File: src/rtl/core/hid_output_report_finder_assert.svh
// Assertion macros shared by the RTL of the HID output report finder.
// Both sample on clk and are switched off while arst_n is low.
`ifndef HID_OUTPUT_REPORT_FINDER_ASSERT_SVH
`define HID_OUTPUT_REPORT_FINDER_ASSERT_SVH

// Consequent must hold in the same cycle as the antecedent
`define HOF_ASSERT_SAME(lbl, ante, cons, msg) \
	lbl: assert property (@(posedge clk) disable iff (!arst_n) (ante) |-> (cons)) else $error(msg);

// Consequent must hold in the cycle after the antecedent
`define HOF_ASSERT_NEXT(lbl, ante, cons, msg) \
	lbl: assert property (@(posedge clk) disable iff (!arst_n) (ante) |=> (cons)) else $error(msg);

`endif

File: src/rtl/core/hof_pkg.sv
package hof_pkg;

	// Parser phase
	typedef enum logic [2:0] {
		PH_PREFIX     = 3'd0,
		PH_LONG_SIZE  = 3'd1,
		PH_LONG_TAG   = 3'd2,
		PH_LONG_DATA  = 3'd3,
		PH_SHORT_DATA = 3'd4,
		PH_DONE       = 3'd5
	} hof_phase_t;

	// Result of one parser step
	typedef struct packed {
		logic emit;
		logic found;
	} hof_res_t;

	localparam logic [7:0] LONG_PREFIX    = 8'hFE;
	localparam logic [1:0] SIZE_CODE_FOUR = 2'd3;
	localparam logic [1:0] TYPE_MAIN      = 2'd0;
	localparam logic [1:0] TYPE_GLOBAL    = 2'd1;
	localparam logic [3:0] TAG_OUTPUT     = 4'h9;
	localparam logic [3:0] TAG_REPORT_ID  = 4'h8;

endpackage

File: src/rtl/core/hof_parser.sv
module hof_parser (
	input  logic            clk,
	input  logic            arst_n,
	input  logic            adv,
	input  logic [7:0]      byte_s1,
	input  logic            final_s1,
	input  logic [7:0]      wanted_id,
	output hof_pkg::hof_res_t res,
	output logic            done
);
	import hof_pkg::*;

	hof_phase_t phase_q, phase_d;
	logic [7:0] left_q, left_d;
	logic [7:0] cur_id_q, cur_id_d;
	logic       is_rid_q, is_rid_d;
	logic       is_match_q, is_match_d;
	logic       hit;
	logic [1:0] code, itype;
	logic [3:0] tag;
	logic [2:0] size;
	logic       out_hit;

	// Split the item prefix
	assign code    = byte_s1[1:0];
	assign itype   = byte_s1[3:2];
	assign tag     = byte_s1[7:4];
	assign size    = (code == SIZE_CODE_FOUR) ? 3'd4 : {1'b0, code};
	assign out_hit = (itype == TYPE_MAIN) && (tag == TAG_OUTPUT) && (cur_id_q == wanted_id);

	// Advance the parser by one byte
	always_comb begin
		phase_d    = phase_q;
		left_d     = left_q;
		cur_id_d   = cur_id_q;
		is_rid_d   = is_rid_q;
		is_match_d = is_match_q;
		hit        = 1'b0;
		case (phase_q)
			PH_DONE: begin
				phase_d = PH_DONE;
			end
			PH_LONG_SIZE: begin
				left_d  = byte_s1;
				phase_d = PH_LONG_TAG;
			end
			PH_LONG_TAG: begin
				phase_d = (left_q == 8'd0) ? PH_PREFIX : PH_LONG_DATA;
			end
			PH_LONG_DATA: begin
				left_d = left_q - 8'd1;
				if (left_q == 8'd1) begin
					phase_d = PH_PREFIX;
				end
			end
			PH_SHORT_DATA: begin
				if (is_rid_q) begin
					cur_id_d = byte_s1;
				end
				left_d = left_q - 8'd1;
				if (left_q == 8'd1) begin
					phase_d = PH_PREFIX;
					hit     = is_match_q;
				end
			end
			default: begin
				if (byte_s1 == LONG_PREFIX) begin
					phase_d = PH_LONG_SIZE;
				end else if (size == 3'd0) begin
					phase_d = PH_PREFIX;
					hit     = out_hit;
				end else begin
					is_rid_d   = (itype == TYPE_GLOBAL) && (tag == TAG_REPORT_ID) &&
					             (size == 3'd1);
					is_match_d = out_hit;
					left_d     = {5'd0, size};
					phase_d    = PH_SHORT_DATA;
				end
			end
		endcase
		// a hit ends the search for this descriptor
		if (hit) begin
			phase_d = PH_DONE;
		end
		// the last byte restarts the parser
		if (final_s1) begin
			phase_d    = PH_PREFIX;
			left_d     = 8'd0;
			cur_id_d   = 8'd0;
			is_rid_d   = 1'b0;
			is_match_d = 1'b0;
		end
	end

	// Give a word on a hit, or a miss at the last byte
	always_comb begin
		res.emit  = adv && (hit || (final_s1 && (phase_q != PH_DONE)));
		res.found = hit;
	end

	assign done = (phase_q == PH_DONE);

	// Hold parser state
	always_ff @(posedge clk or negedge arst_n) begin
		if (!arst_n) begin
			phase_q    <= PH_PREFIX;
			left_q     <= 8'd0;
			cur_id_q   <= 8'd0;
			is_rid_q   <= 1'b0;
			is_match_q <= 1'b0;
		end else if (adv) begin
			phase_q    <= phase_d;
			left_q     <= left_d;
			cur_id_q   <= cur_id_d;
			is_rid_q   <= is_rid_d;
			is_match_q <= is_match_d;
		end
	end

endmodule

File: src/rtl/core/hof_out_stage.sv
module hof_out_stage (
	input  logic              clk,
	input  logic              arst_n,
	input  hof_pkg::hof_res_t res,
	input  logic              out_stall,
	output logic              out_free,
	output logic              out_valid,
	output logic              found
);
	import hof_pkg::*;

	logic valid_q;
	logic found_q;

	// Register is free when empty or being taken this cycle
	assign out_free  = !valid_q || !out_stall;
	assign out_valid = valid_q;
	assign found     = found_q;

	// Load a new word, drop a taken one
	always_ff @(posedge clk or negedge arst_n) begin
		if (!arst_n) begin
			valid_q <= 1'b0;
		end else if (res.emit) begin
			valid_q <= 1'b1;
		end else if (!out_stall) begin
			valid_q <= 1'b0;
		end
	end

	// Hold the result bit
	always_ff @(posedge clk) begin
		if (res.emit) begin
			found_q <= res.found;
		end
	end

endmodule

File: src/rtl/core/hid_output_report_finder.sv
// HID report descriptor Output item finder.
// Input channel: one descriptor byte per word on desc_byte, with final_byte
// high on the last byte, handshaked by in_valid / in_stall.
// Output channel: one word per descriptor on found, handshaked by
// out_valid / out_stall. found is 1 at the byte that completes a Main
// Output item while the current report id equals the configured wanted id,
// else 0 at the last byte; bytes after a hit give no further word.
// cfg_we / cfg_wdata write the wanted report id; write only while idle.
// A taken byte goes through the input register, then is decoded into the
// output register, before its word shows on out_valid.
// Throughput: one byte per cycle unless stalled; the parse state lives
// in a single decode step between the input and the output registers.
// Reset clears the parser, both register valid flags and the wanted id to 0.
// When the receiver stalls, the output word holds; the input register
// still takes one more byte, then in_stall rises until the word is taken.
module hid_output_report_finder (
	input  logic       clk,
	input  logic       arst_n,
	input  logic       in_valid,
	output logic       in_stall,
	input  logic [7:0] desc_byte,
	input  logic       final_byte,
	output logic       out_valid,
	input  logic       out_stall,
	output logic       found,
	input  logic       cfg_we,
	input  logic [7:0] cfg_wdata
);
	import hof_pkg::*;

	logic       valid_s1;
	logic [7:0] byte_s1;
	logic       final_s1;
	logic [7:0] wanted_q;
	logic       out_free;
	logic       adv;
	logic       done;
	hof_res_t   res;

	assign adv      = valid_s1 && out_free;
	assign in_stall = valid_s1 && !out_free;

	// Hold the wanted report id
	always_ff @(posedge clk or negedge arst_n) begin
		if (!arst_n) begin
			wanted_q <= 8'd0;
		end else if (cfg_we) begin
			wanted_q <= cfg_wdata;
		end
	end

	// Input register valid
	always_ff @(posedge clk or negedge arst_n) begin
		if (!arst_n) begin
			valid_s1 <= 1'b0;
		end else if (in_valid && !in_stall) begin
			valid_s1 <= 1'b1;
		end else if (adv) begin
			valid_s1 <= 1'b0;
		end
	end

	// Input register payload
	always_ff @(posedge clk) begin
		if (in_valid && !in_stall) begin
			byte_s1  <= desc_byte;
			final_s1 <= final_byte;
		end
	end

	hof_parser u_parser (
		.clk       (clk),
		.arst_n    (arst_n),
		.adv       (adv),
		.byte_s1   (byte_s1),
		.final_s1  (final_s1),
		.wanted_id (wanted_q),
		.res       (res),
		.done      (done)
	);

	hof_out_stage u_out (
		.clk       (clk),
		.arst_n    (arst_n),
		.res       (res),
		.out_stall (out_stall),
		.out_free  (out_free),
		.out_valid (out_valid),
		.found     (found)
	);

`include "hid_output_report_finder_assert.svh"

	`HOF_ASSERT_SAME(a_stall_needs_word, in_stall, valid_s1, "input stalled with empty register")
	`HOF_ASSERT_NEXT(a_hit_ends_search, res.emit && res.found && !final_s1, done, "hit did not end the search")
	`HOF_ASSERT_SAME(a_one_answer, adv && done, !res.emit || !res.found, "second hit in a descriptor")
	`HOF_ASSERT_NEXT(a_emit_shows, res.emit, out_valid, "result word lost")

endmodule
File: config.mk
export PLATFORM = sky130hd
export DESIGN_NAME = hid_output_report_finder
export DESIGN_NICKNAME = d
export VERILOG_FILES = /design/src/rtl/core/hof_pkg.sv /design/src/rtl/core/hof_parser.sv /design/src/rtl/core/hof_out_stage.sv /design/src/rtl/core/hid_output_report_finder.sv
export VERILOG_INCLUDE_DIRS = /design/src /design/src/rtl/core
export SDC_FILE = /design/constraint.sdc
export NUM_CORES = 1
export LEC_CHECK = 0
export ABC_AREA = 1
export BUFFER_PORTS_ARGS = -buffer_cell sky130_fd_sc_hd__clkbuf_2
export CORE_MARGIN = 5
export CORE_UTILIZATION = 37
export CTS_BUF_LIST = sky130_fd_sc_hd__clkbuf_8
export DETAILED_ROUTE_END_ITERATION = 10
export PLACE_DENSITY_LB_ADDON = 0.1
export REMOVE_ABC_BUFFERS = 1
export SLEW_MARGIN = 20
export SYNTH_ARGS = -nofsm -noshare
export SYNTH_HDL_FRONTEND = slang
export SYNTH_HIERARCHICAL = 1
export SYNTH_SLANG_ARGS = --single-unit
File: constraint.sdc
create_clock -name clk -period 1.9 [get_ports clk]
set_input_delay 0 -clock clk [delete_from_list [all_inputs] [get_ports clk]]
set_output_delay 0 -clock clk [all_outputs]
set_load 0.05 [all_outputs]
==> results of run 1 <==
-- worst min-delay path, cell delays in order --
cell      delay (ns)
clkbuf_2        0.20
nand2_1         0.09
o21ai_0         0.06
-- layout make-up --
cell class | count | area, um2
inverters | 54 | 205.2
clock buffers | 5 | 68.82
repair buffers | 54 | 407.9
fillers | 637 | 3363
flip-flops and latches | 41 | 1076
clock inverters | 3 | 18.77
well taps | 77 | 96.34
multi-input cells | 199 | 1005
-- metrics by stage --
stage | instances | setup slack, ns | instance area, um2 | utilization, %
floorplan | 294 | 0.2434 | 2286 | -
global placement | 404 | 0.2594 | 2582 | 41.38
detailed placement | 404 | 0.2260 | 2582 | 41.38
CTS | 432 | 0.2079 | 2870 | 45.99
global route | 433 | 0.006441 | 2878 | 46.11
finish | 433 | 0.2120 | 2878 | 46.11
-- routing by layer --
layer  routed length (um)  up-vias  GRT usage [%]  share of wire (%)
li1                     -     1057              -                  -
met1                 2768      925          20.97                 50
met2                 2527       31          24.58                 46
met3                  189        5          3.318                3.4
met4                   51        0          4.195               0.92
met5                    0        -              0                  0
-- flip-flops by register name (all words and copies together), names as in the netlist --
register	flops
u_out/out_valid	1
byte_s1	8
u_parser/cur_id_q	8
u_parser/is_match_q	1
u_parser/left_q	8
u_out/found	1
u_parser/is_rid_q	1
valid_s1	1
u_parser/phase_q	3
wanted_q	8
final_s1	1
-- worst min-delay path by stage --
stage           start              end  slack [ns]  cells past startpoint
2_1_floorplan  arst_n  u_out/out_valid       -0.30                      0
3_3_place_gp   arst_n      wanted_q[0]        0.15                      1
3_5_place_dp   arst_n      wanted_q[2]        0.15                      1
4_1_cts        cfg_we      wanted_q[6]        0.09                      3
5_1_grt        cfg_we      wanted_q[1]        0.14                      3
6_report       cfg_we      wanted_q[6]        0.09                      3
-- repair_timing --
item | 4_1_cts | 5_1_grt
buffers inserted | 0 | 1
hold buffers | 20 | 0
hold endpoints to repair | 50 | 0
endpoints found under the setup margin | 0 | 1
-- cell families (layout without fill, tap and decap cells) --
kind of cell | after synthesis | after routing | share of synthesized area [%]
buffers and inverters | 58 | 116 | 10.69
flip-flops | 41 | 41 | 46.19
AND/OR/NAND/NOR | 147 | 147 | 28.57
XOR/XNOR | 3 | 3 | 1.128
AO/OA/AOI/OAI | 46 | 46 | 11.82
adder cells (fa/ha/maj) | 3 | 3 | 1.611
-- where the power goes --
group | total (W) | switching, W | internal [W]
registers | 0.00117 | 0.000126 | 0.00104
logic | 0.00115 | 0.000690 | 0.000461
clock network | 0.000573 | 0.000319 | 0.000254
total | 0.00289 | 0.00114 | 0.00175
-- cells in the final DEF, fill, tap and decap left out, types with 2 or more instances in the layout --
cell	count
o21ai_1	3
o211ai_1	2
dlygate4sd3_1	20
nand3_2	3
clkbuf_8	5
o21ai_2	5
nand2_1	77
a21oi_1	7
nand3_1	25
nand2_2	6
clkinvlp_4	2
buf_4	9
dfrtp_1	31
clkbuf_2	24
xnor2_1	2
nor2_4	4
ha_1	3
inv_2	4
nand4_1	4
nor2_1	24
inv_1	49
edfxtp_1	10
o21ai_0	25
==> out/results.txt, run 1 <==
DR pass1 iterations -> 4
area grow syn2layout -> 23.52%
most instantiated cells after synthesis -> 77 x nand2_1, 48 x inv_1, 31 x dfrtp_1
crit-path max FO -> 5
Slew @ Worst Pin -> 0.8383 ns
Post-synth top flop -> dfrtp_1
Die Wd -> 89.35 um
final setup violation count -> 0
MaxCap Viol Count -> 0
Critical Path, Cell by Cell -> nor2_1, nand2_1, nor2_1, nand2_1, nor2_1, nand3_1, o211ai_1, nand2_1, inv_1
first-pass GRT wire length -> 9370 um
P_leak -> 1.420 nW
outcome -> finished clean
std cell rows -> 29
share of the synthesized area in the top cell type -> 33.30%
fmax -> 0.5924 GHz
RSZ-0062 raised after global routing -> false
hold crit path type -> in -> reg
CTS root buffer -> clkbuf_8
RePlAce Congestion -> 0.8348
Synth Instances -> 298
syn_area_per_cell -> 7.818 um2
slew margin rel. -> 44.11%
H-tree Lvls -> 2
die area -> 0.007983 mm2
final net count -> 380
CTS buffer count -> 5
sequential share of the synthesized area -> 46.19%
largest net degree at the start of global routing -> 32
setup TNS -> 0 ns
Final Hold Viols -> 0
clk_lat worst skew -> 0.30 ns
area leader, netlist -> dfrtp_1
# IOs -> 25
share of layout cells above drive strength 1 -> 19.10%
number of synthesized flops with an enable pin -> 10
Crit Reg-Reg Endpoint -> u_out/found
Post-Synthesis Cell Area -> 0.002330 mm2
crit path max-delay cell type -> edfxtp_1
CTS tree -> yes
most common cell in the netlist -> nand2_1
Worst-path clk slew -> 0.09 ns
Startpoint Class -> flip-flop
Die Ht -> 89.35 um
overall routed net length -> 5537 um
CP required -> 1.92 ns
Overflow after GRT -> 0
YS warnings -> 6
r2r startpoint -> byte_s1[3]
Critical Path End -> u_out/found
critical path arrival -> 1.70 ns
worst path bufs/invs -> 1
core area -> 0.006241 mm2
final period utilization -> 88.84%
initial antenna violation count -> 0
top cell family by delay on the critical path -> simple AND/OR/NAND/NOR gates
Slew Limit Fails -> 0
Tot Pwr -> 0.002888 W
Worst Setup End Kind -> flip-flop
CP max stage delay -> 0.49 ns
Initial Utilization -> 37.33%
Setup Skew -> 0.01007 ns
port bufs -> 24
worst hold margin -> 0.08747 ns
min Tclk post-route -> 1.688 ns
DP HPWL -> 4052 um
Setup Crit Path Kind -> reg -> reg
Post-synth ARST share -> 75.61%
via-per-instance ratio -> 4.661
GRT Total Usage -> 15.35%
synth top area cells -> dfrtp_1 33%, edfxtp_1 13%, nand2_1 12%, inv_1 7.7%, nand3_1 5.4%
clk sink count -> 41
Yosys cell types -> 33
R2R Setup Slk -> 0.21 ns
maximum vdd drop -> 0.0004492 V
post-DR wirelength/cell -> 12.79 um
ANT cells -> 0
clk buf depth -> 2
critical path launch point -> byte_s1[3]
routed vias -> 2018
Crit path depth -> 9
post-synthesis register bit count -> 41
post_cts resized -> 0
reg2reg path depth -> 9
Initial DRC Count -> 88
Post-DRT Antenna Nets -> 0
pwr dens -> 1004 mW/mm2
number of global-route vias before repair -> 1966
drt drc -> 0
Power figures use the tool's default switching activity.
==> run 2: changes to the inputs <==
Settings changed: GPL_ROUTABILITY_DRIVEN set to 0, TNS_END_PERCENT set to 1.
Clock period 1.9 ns to 1.4 ns, I/O delays scaled along.
==> out/results.txt, run 2 (synthesis gave the netlist of run 1 again) <==
outcome -> finished, violations left
failing checks -> setup timing
sw frac -> 36.81% (-2.5 points)
met2 usage -> 29.47% (+4.9 points)
Die Wd -> 89.35 um (unchanged)
clk sink count -> 41 (unchanged)
share of layout cells above drive strength 1 -> 35.31% (+16 points)
Die Ht -> 89.35 um (unchanged)
crit-path max FO -> 2 (-3)
min Tclk post-route -> 1.564 ns (-0.1241 ns)
ANT cells -> 0 (unchanged)
largest net degree at the start of global routing -> 32 (unchanged)
Crit path depth -> 9 (unchanged)
met1 usage -> 21.47% (+0.50 points)
clk_lat worst skew -> 0.30 ns (about the same)
Slew Limit Fails -> 0 (unchanged)
GRT Total Usage -> 17.05% (+1.7 points)
Worst-path clk slew -> 0.08 ns (about the same)
worst setup margin -> -0.1639 ns (-0.3759 ns)
Overflow after GRT -> 0 (unchanged)
Critical Path, Cell by Cell -> nor2_2, nand2_1, nor2_1, nand2_1, nor2_2, nand3_2, o211ai_1, nand2_1, inv_2
MaxCap Viol Count -> 0 (unchanged)
DR pass1 iterations -> 4 (unchanged)
Internal Power -> 0.002986 W (+70%)
Setup Crit Path Kind -> reg -> reg
first-pass GRT wire length -> 10360 um (+11%)
top cell family by delay on the critical path -> simple AND/OR/NAND/NOR gates
post-DR wirelength/cell -> 12.77 um (-0.12%)
Post-DRT Antenna Nets -> 0 (unchanged)
fmax -> 0.6394 GHz (+7.9%)
CP required -> 1.43 ns (-0.49 ns)
Crit path top cell by count -> nand2_1
number of global-route vias before repair -> 2265 (+15%)
Seq pwr share -> 32.5% (-7.8 points)
dpl cells -> 450 (+11%)
non-filler instance count after layout -> 482 (+11%)
slew margin rel. -> 72.13% (+28 points)
worst path bufs/invs -> 1 (unchanged)
crit path max-delay cell type -> edfxtp_1
CTS tree -> yes
CTS root buffer -> clkbuf_8
critical path arrival -> 1.60 ns (-0.10 ns)
Initial DRC Count -> 138 (+57%)
Initial Utilization -> 37.33% (unchanged)
Slew @ Worst Pin -> 0.4180 ns (-0.4203 ns)
die area -> 0.007983 mm2 (unchanged)
final net count -> 429 (+13%)
area grow syn2layout -> 45.81%
hold crit path type -> in -> reg
Comb pwr share -> 46.7% (+6.9 points)
CP max stage delay -> 0.41 ns (-0.08 ns)
core area -> 0.006241 mm2 (unchanged)
via-per-instance ratio -> 4.608 (-1.1%)
Startpoint Class -> flip-flop
Top Usage Layer GRT -> met2
std cell rows -> 29 (unchanged)
P_leak -> 1.708 nW (+20%)
H-tree Lvls -> 2 (unchanged)
setup TNS -> -1.543 ns (-1.543 ns)
reg2reg path depth -> 9 (unchanged)
Clock power frac -> 20.9% (+1.1 points)
WHS Path Cells -> 4 (+1)
final period utilization -> 111.7% (+23 points)
maximum vdd drop -> 0.0006669 V (+48%)
most frequent cells in the layout -> 73 x nand2_1, 56 x buf_4, 44 x inv_1
Final Hold Viols -> 0 (unchanged)
# IOs -> 25 (unchanged)
Worst Setup End Kind -> flip-flop
commonest non-fill, non-tap cell in the layout -> nand2_1
initial antenna violation count -> 0 (unchanged)
final setup violation count -> 14 (+14)
CTS buffer count -> 5 (unchanged)
Tot Pwr -> 0.004725 W (+64%)
R2R Setup Slk -> -0.16 ns (-0.38 ns)
RSZ-0062 raised after global routing -> true
overall routed net length -> 6156 um (+11%)
pwr dens -> 1391 mW/mm2 (+39%)
clk buf depth -> 2 (unchanged)
drt drc -> 0 (unchanged)
DP HPWL -> 4351 um (+7.4%)
routed vias -> 2221 (+10%)
Util after Layout -> 54.43% (+8.3 points)
Psw -> 0.001740 W (+53%)
port bufs -> 24 (unchanged)
Setup Skew -> 0.005319 ns (-0.004750 ns)
grt met3 use -> 3.410% (+0.092 points)
[run 2: changes by cell type in the layout (fill, tap and decap cells not counted), sizes merged]
cell / before / now
buf: 10 / 60
clkinvlp: 2 / 0
bufinv: 0 / 1
clkinv: 1 / 2
dlygate4sd3: 20 / 19
[run 2: power by group through the flow]
stage          logic [W]  clock network, W  registers (W)
6_report         0.00221          0.000985        0.00153
5_1_grt          0.00247           0.00106        0.00156
4_1_cts          0.00210           0.00102        0.00153
3_5_place_dp     0.00195                 0        0.00155
3_3_place_gp     0.00194                 0        0.00154
2_1_floorplan    0.00105                 0        0.00158
[run 2: timing repair]
action	in CTS	in global routing
hold buffers	19	0
resized for setup	16	19
cloned	1	0
buffers inserted	3	2
pin swaps	9	6
endpoints found under the hold margin	49	0
setup endpoints to repair	21	24
[run 2: worst reg2reg max path: cells and delay by family, from the launching register on]
kind / cells / cell delay, ns
and+or+nand+nor: 7 / 0.74
DFF: 1 / 0.41
AOI/OAI and AO/OA: 1 / 0.09
buffers and inverters: 1 / 0.06
[run 2: final cells by class]
class	count	area (um2)
clock buffer	5	68.82
clock inverter	3	42.54
fill	615	2844
inverter	54	206.4
multi-input combinational	199	1096
sequential	41	1077
tap	77	96.34
timing repair buffer	103	809.5
[run 2: per-stage QoR]
step	area, um2	setup slack, ns	hold slack [ns]
2_1_floorplan	2286	-0.2566	-0.2956
3_3_place_gp	2928	-0.2042	0.06131
3_5_place_dp	2928	-0.2129	0.05516
4_1_cts	3329	-0.1563	0.01777
5_1_grt	3397	-0.2511	0.03402
6_report	3397	-0.1639	0.02084
[run 2: per-layer routing]
| metal | up-vias | part of all wire [%] |
|---|---|---|
| met5 | - | 0 |
| met1 | 1025 | 47 |
| met2 | 35 | 49 |
| li1 | 1155 | - |
| met3 | 6 | 3.2 |
| met4 | 0 | 1.3 |
[run 2: worst paths after layout]
kind                                 startpoint                   end
max reg2reg                          byte_s1[5]           u_out/found
min reg2reg                u_parser/cur_id_q[4]  u_parser/cur_id_q[4]
max                                  byte_s1[5]           u_out/found
min in group asynchronous                arst_n           wanted_q[6]
max in group asynchronous                arst_n   u_parser/phase_q[1]
min                                   out_stall       u_out/out_valid
==> run 3: changes to the inputs <==
Settings changed: TNS_END_PERCENT 1 to not set.
==> out/results.txt, run 3 (synthesis gave the netlist of run 1 again) <==
CTS root buffer -> clkbuf_8
Die Ht -> 89.35 um (unchanged)
std cell rows -> 29 (unchanged)
Startpoint Class -> flip-flop
CTS buffer count -> 5 (unchanged)
final setup violation count -> 15 (+1)
final net count -> 432 (+0.70%)
Crit Reg-Reg Endpoint -> u_out/found
Seq pwr share -> 31.8% (-0.7 points)
worst setup margin -> -0.1703 ns (-0.006451 ns)
Initial Utilization -> 37.33% (unchanged)
# IOs -> 25 (unchanged)
Tot Pwr -> 0.004840 W (+2.4%)
Psw -> 0.001785 W (+2.6%)
Post-Place Setup Slack -> -0.2129 ns (unchanged)
most frequent cells in the layout -> 69 x nand2_1, 54 x buf_4, 42 x inv_1
Comb pwr share -> 47.9% (+1.2 points)
share of layout cells above drive strength 1 -> 37.75% (+2.4 points)
clk_lat worst skew -> 0.30 ns (about the same)
grt met3 use -> 3.410% (unchanged)
critical path arrival -> 1.60 ns (about the same)
ANT cells -> 0 (unchanged)
overall routed net length -> 6246 um (+1.5%)
Initial DRC Count -> 122 (-12%)
via-per-instance ratio -> 4.680 (+1.6%)
met1 usage -> 21.47% (unchanged)
Post-DRT Antenna Nets -> 0 (unchanged)
reg2reg path depth -> 9 (unchanged)
initial antenna violation count -> 0 (unchanged)
DR pass1 iterations -> 4 (unchanged)
failing checks -> setup timing
pwr dens -> 1391 mW/mm2 (about the same)
outcome -> finished, violations left
commonest non-fill, non-tap cell in the layout -> nand2_1
met2 usage -> 29.47% (unchanged)
clk sink count -> 41 (unchanged)
routed vias -> 2270 (+2.2%)
drt drc -> 0 (unchanged)
final period utilization -> 112.2% (+0.46 points)
Worst-path clk slew -> 0.08 ns (about the same)
slew margin rel. -> 71.76% (-0.38 points)
sw frac -> 36.88% (+0.070 points)
RSZ-0062 raised after global routing -> true
Hold Crit Start -> out_stall
Internal Power -> 0.003055 W (+2.3%)
post-DR wirelength/cell -> 12.88 um (+0.83%)
H-tree Lvls -> 2 (unchanged)
WHS Path Cells -> 4 (unchanged)
port bufs -> 24 (unchanged)
Setup Crit Path Kind -> reg -> reg
Slew @ Worst Pin -> 0.4237 ns (+0.005638 ns)
Slew Limit Fails -> 0 (unchanged)
Worst Setup End Kind -> flip-flop
Util after Layout -> 55.75% (+1.3 points)
Hold EP -> u_out/out_valid
r2r startpoint -> byte_s1[5]
first-pass GRT wire length -> 10360 um (unchanged)
fillers -> 601 (-2.3%)
number of global-route vias before repair -> 2272 (+0.31%)
fmax -> 0.6368 GHz (-0.41%)
CP required -> 1.43 ns (about the same)
setup TNS -> -1.890 ns (-0.3474 ns)
maximum vdd drop -> 0.0006619 V (-0.75%)
GRT Total Usage -> 17.05% (unchanged)
Setup Skew -> 0.006062 ns (+0.0007428 ns)
min Tclk post-route -> 1.570 ns (+0.006451 ns)
Die Wd -> 89.35 um (unchanged)
MaxCap Viol Count -> 0 (unchanged)
largest net degree at the start of global routing -> 32 (unchanged)
crit-path max FO -> 2 (unchanged)
Final Hold Viols -> 0 (unchanged)
CTS tree -> yes
Clock power frac -> 20.3% (-0.6 points)
Overflow after GRT -> 0 (unchanged)
DP HPWL -> 4351 um (unchanged)
R2R Setup Slk -> -0.17 ns (about the same)
core area -> 0.006241 mm2 (unchanged)
hold crit path type -> in -> reg
area grow syn2layout -> 49.36%
Top Usage Layer GRT -> met2
P_leak -> 1.742 nW (+2.0%)
die area -> 0.007983 mm2 (unchanged)
clk buf depth -> 2 (unchanged)
-- run 3: layout make-up --
| type | count | area, um2 | area share [%] |
|---|---|---|---|
| Clock inverter | 3 | 42.54 | 1.223 |
| Tap cell | 77 | 96.34 | 2.769 |
| Clock buffer | 5 | 68.82 | 1.978 |
| Inverter | 54 | 211.5 | 6.077 |
| Sequential cell | 41 | 1077 | 30.96 |
| Timing Repair Buffer | 106 | 850.8 | 24.45 |
| Multi-Input combinational cell | 199 | 1132 | 32.54 |
-- run 3: layer usage --
| metal | wire, um | vias to the layer above |
|---|---|---|
| met4 | 78 | 0 |
| li1 | - | 1161 |
| met3 | 270 | 6 |
| met2 | 3062 | 44 |
| met5 | 0 | - |
| met1 | 2834 | 1059 |
-- run 3: worst max path at each step --
| stage | slack (ns) | start | endpoint |
|---|---|---|---|
| after floorplan | -0.26 | u_out/out_valid | byte_s1[0] |
| after global placement | -0.20 | byte_s1[5] | u_out/found |
| after detailed placement | -0.21 | byte_s1[5] | u_out/found |
| after CTS | -0.15 | byte_s1[3] | u_out/found |
| after global routing | -0.26 | byte_s1[5] | u_parser/left_q[4] |
| final | -0.17 | byte_s1[5] | u_out/found |
-- run 3: worst max-delay path, stage by stage (launching register included) --
cell and delay, ns:
edfxtp_1 0.41, nor2_2 0.17, nand2_1 0.06, nor2_1 0.10
nand2_1 0.10, nor2_2 0.13, nand3_2 0.09, o211ai_1 0.09
nand2_1 0.08, inv_2 0.06
-- run 3: repair_timing --
action | in CTS | in global routing
hold buffers | 19 | 0
pin swaps | 10 | 12
setup endpoints to repair | 21 | 24
gates cloned | 1 | 0
gates resized for setup | 18 | 37
buffers inserted | 4 | 5
hold endpoints to repair | 49 | 0
-- run 3: power groups by stage --
stage	Sequential, W	Combinational, W	Clock (W)
after floorplan	0.00158	0.00105	0
after global placement	0.00154	0.00194	0
after detailed placement	0.00155	0.00195	0
after CTS	0.00153	0.00211	0.00102
after global routing	0.00157	0.00259	0.00106
final	0.00154	0.00232	0.000984
-- run 3: per-stage QoR --
step / std cells / hold slack, ns / cell area (um2)
2_1_floorplan: 294 / -0.2956 / 2286
3_3_place_gp: 450 / 0.06131 / 2928
3_5_place_dp: 450 / 0.05516 / 2928
4_1_cts: 481 / 0.01732 / 3337
5_1_grt: 485 / 0.03252 / 3480
6_report: 485 / 0.02125 / 3480
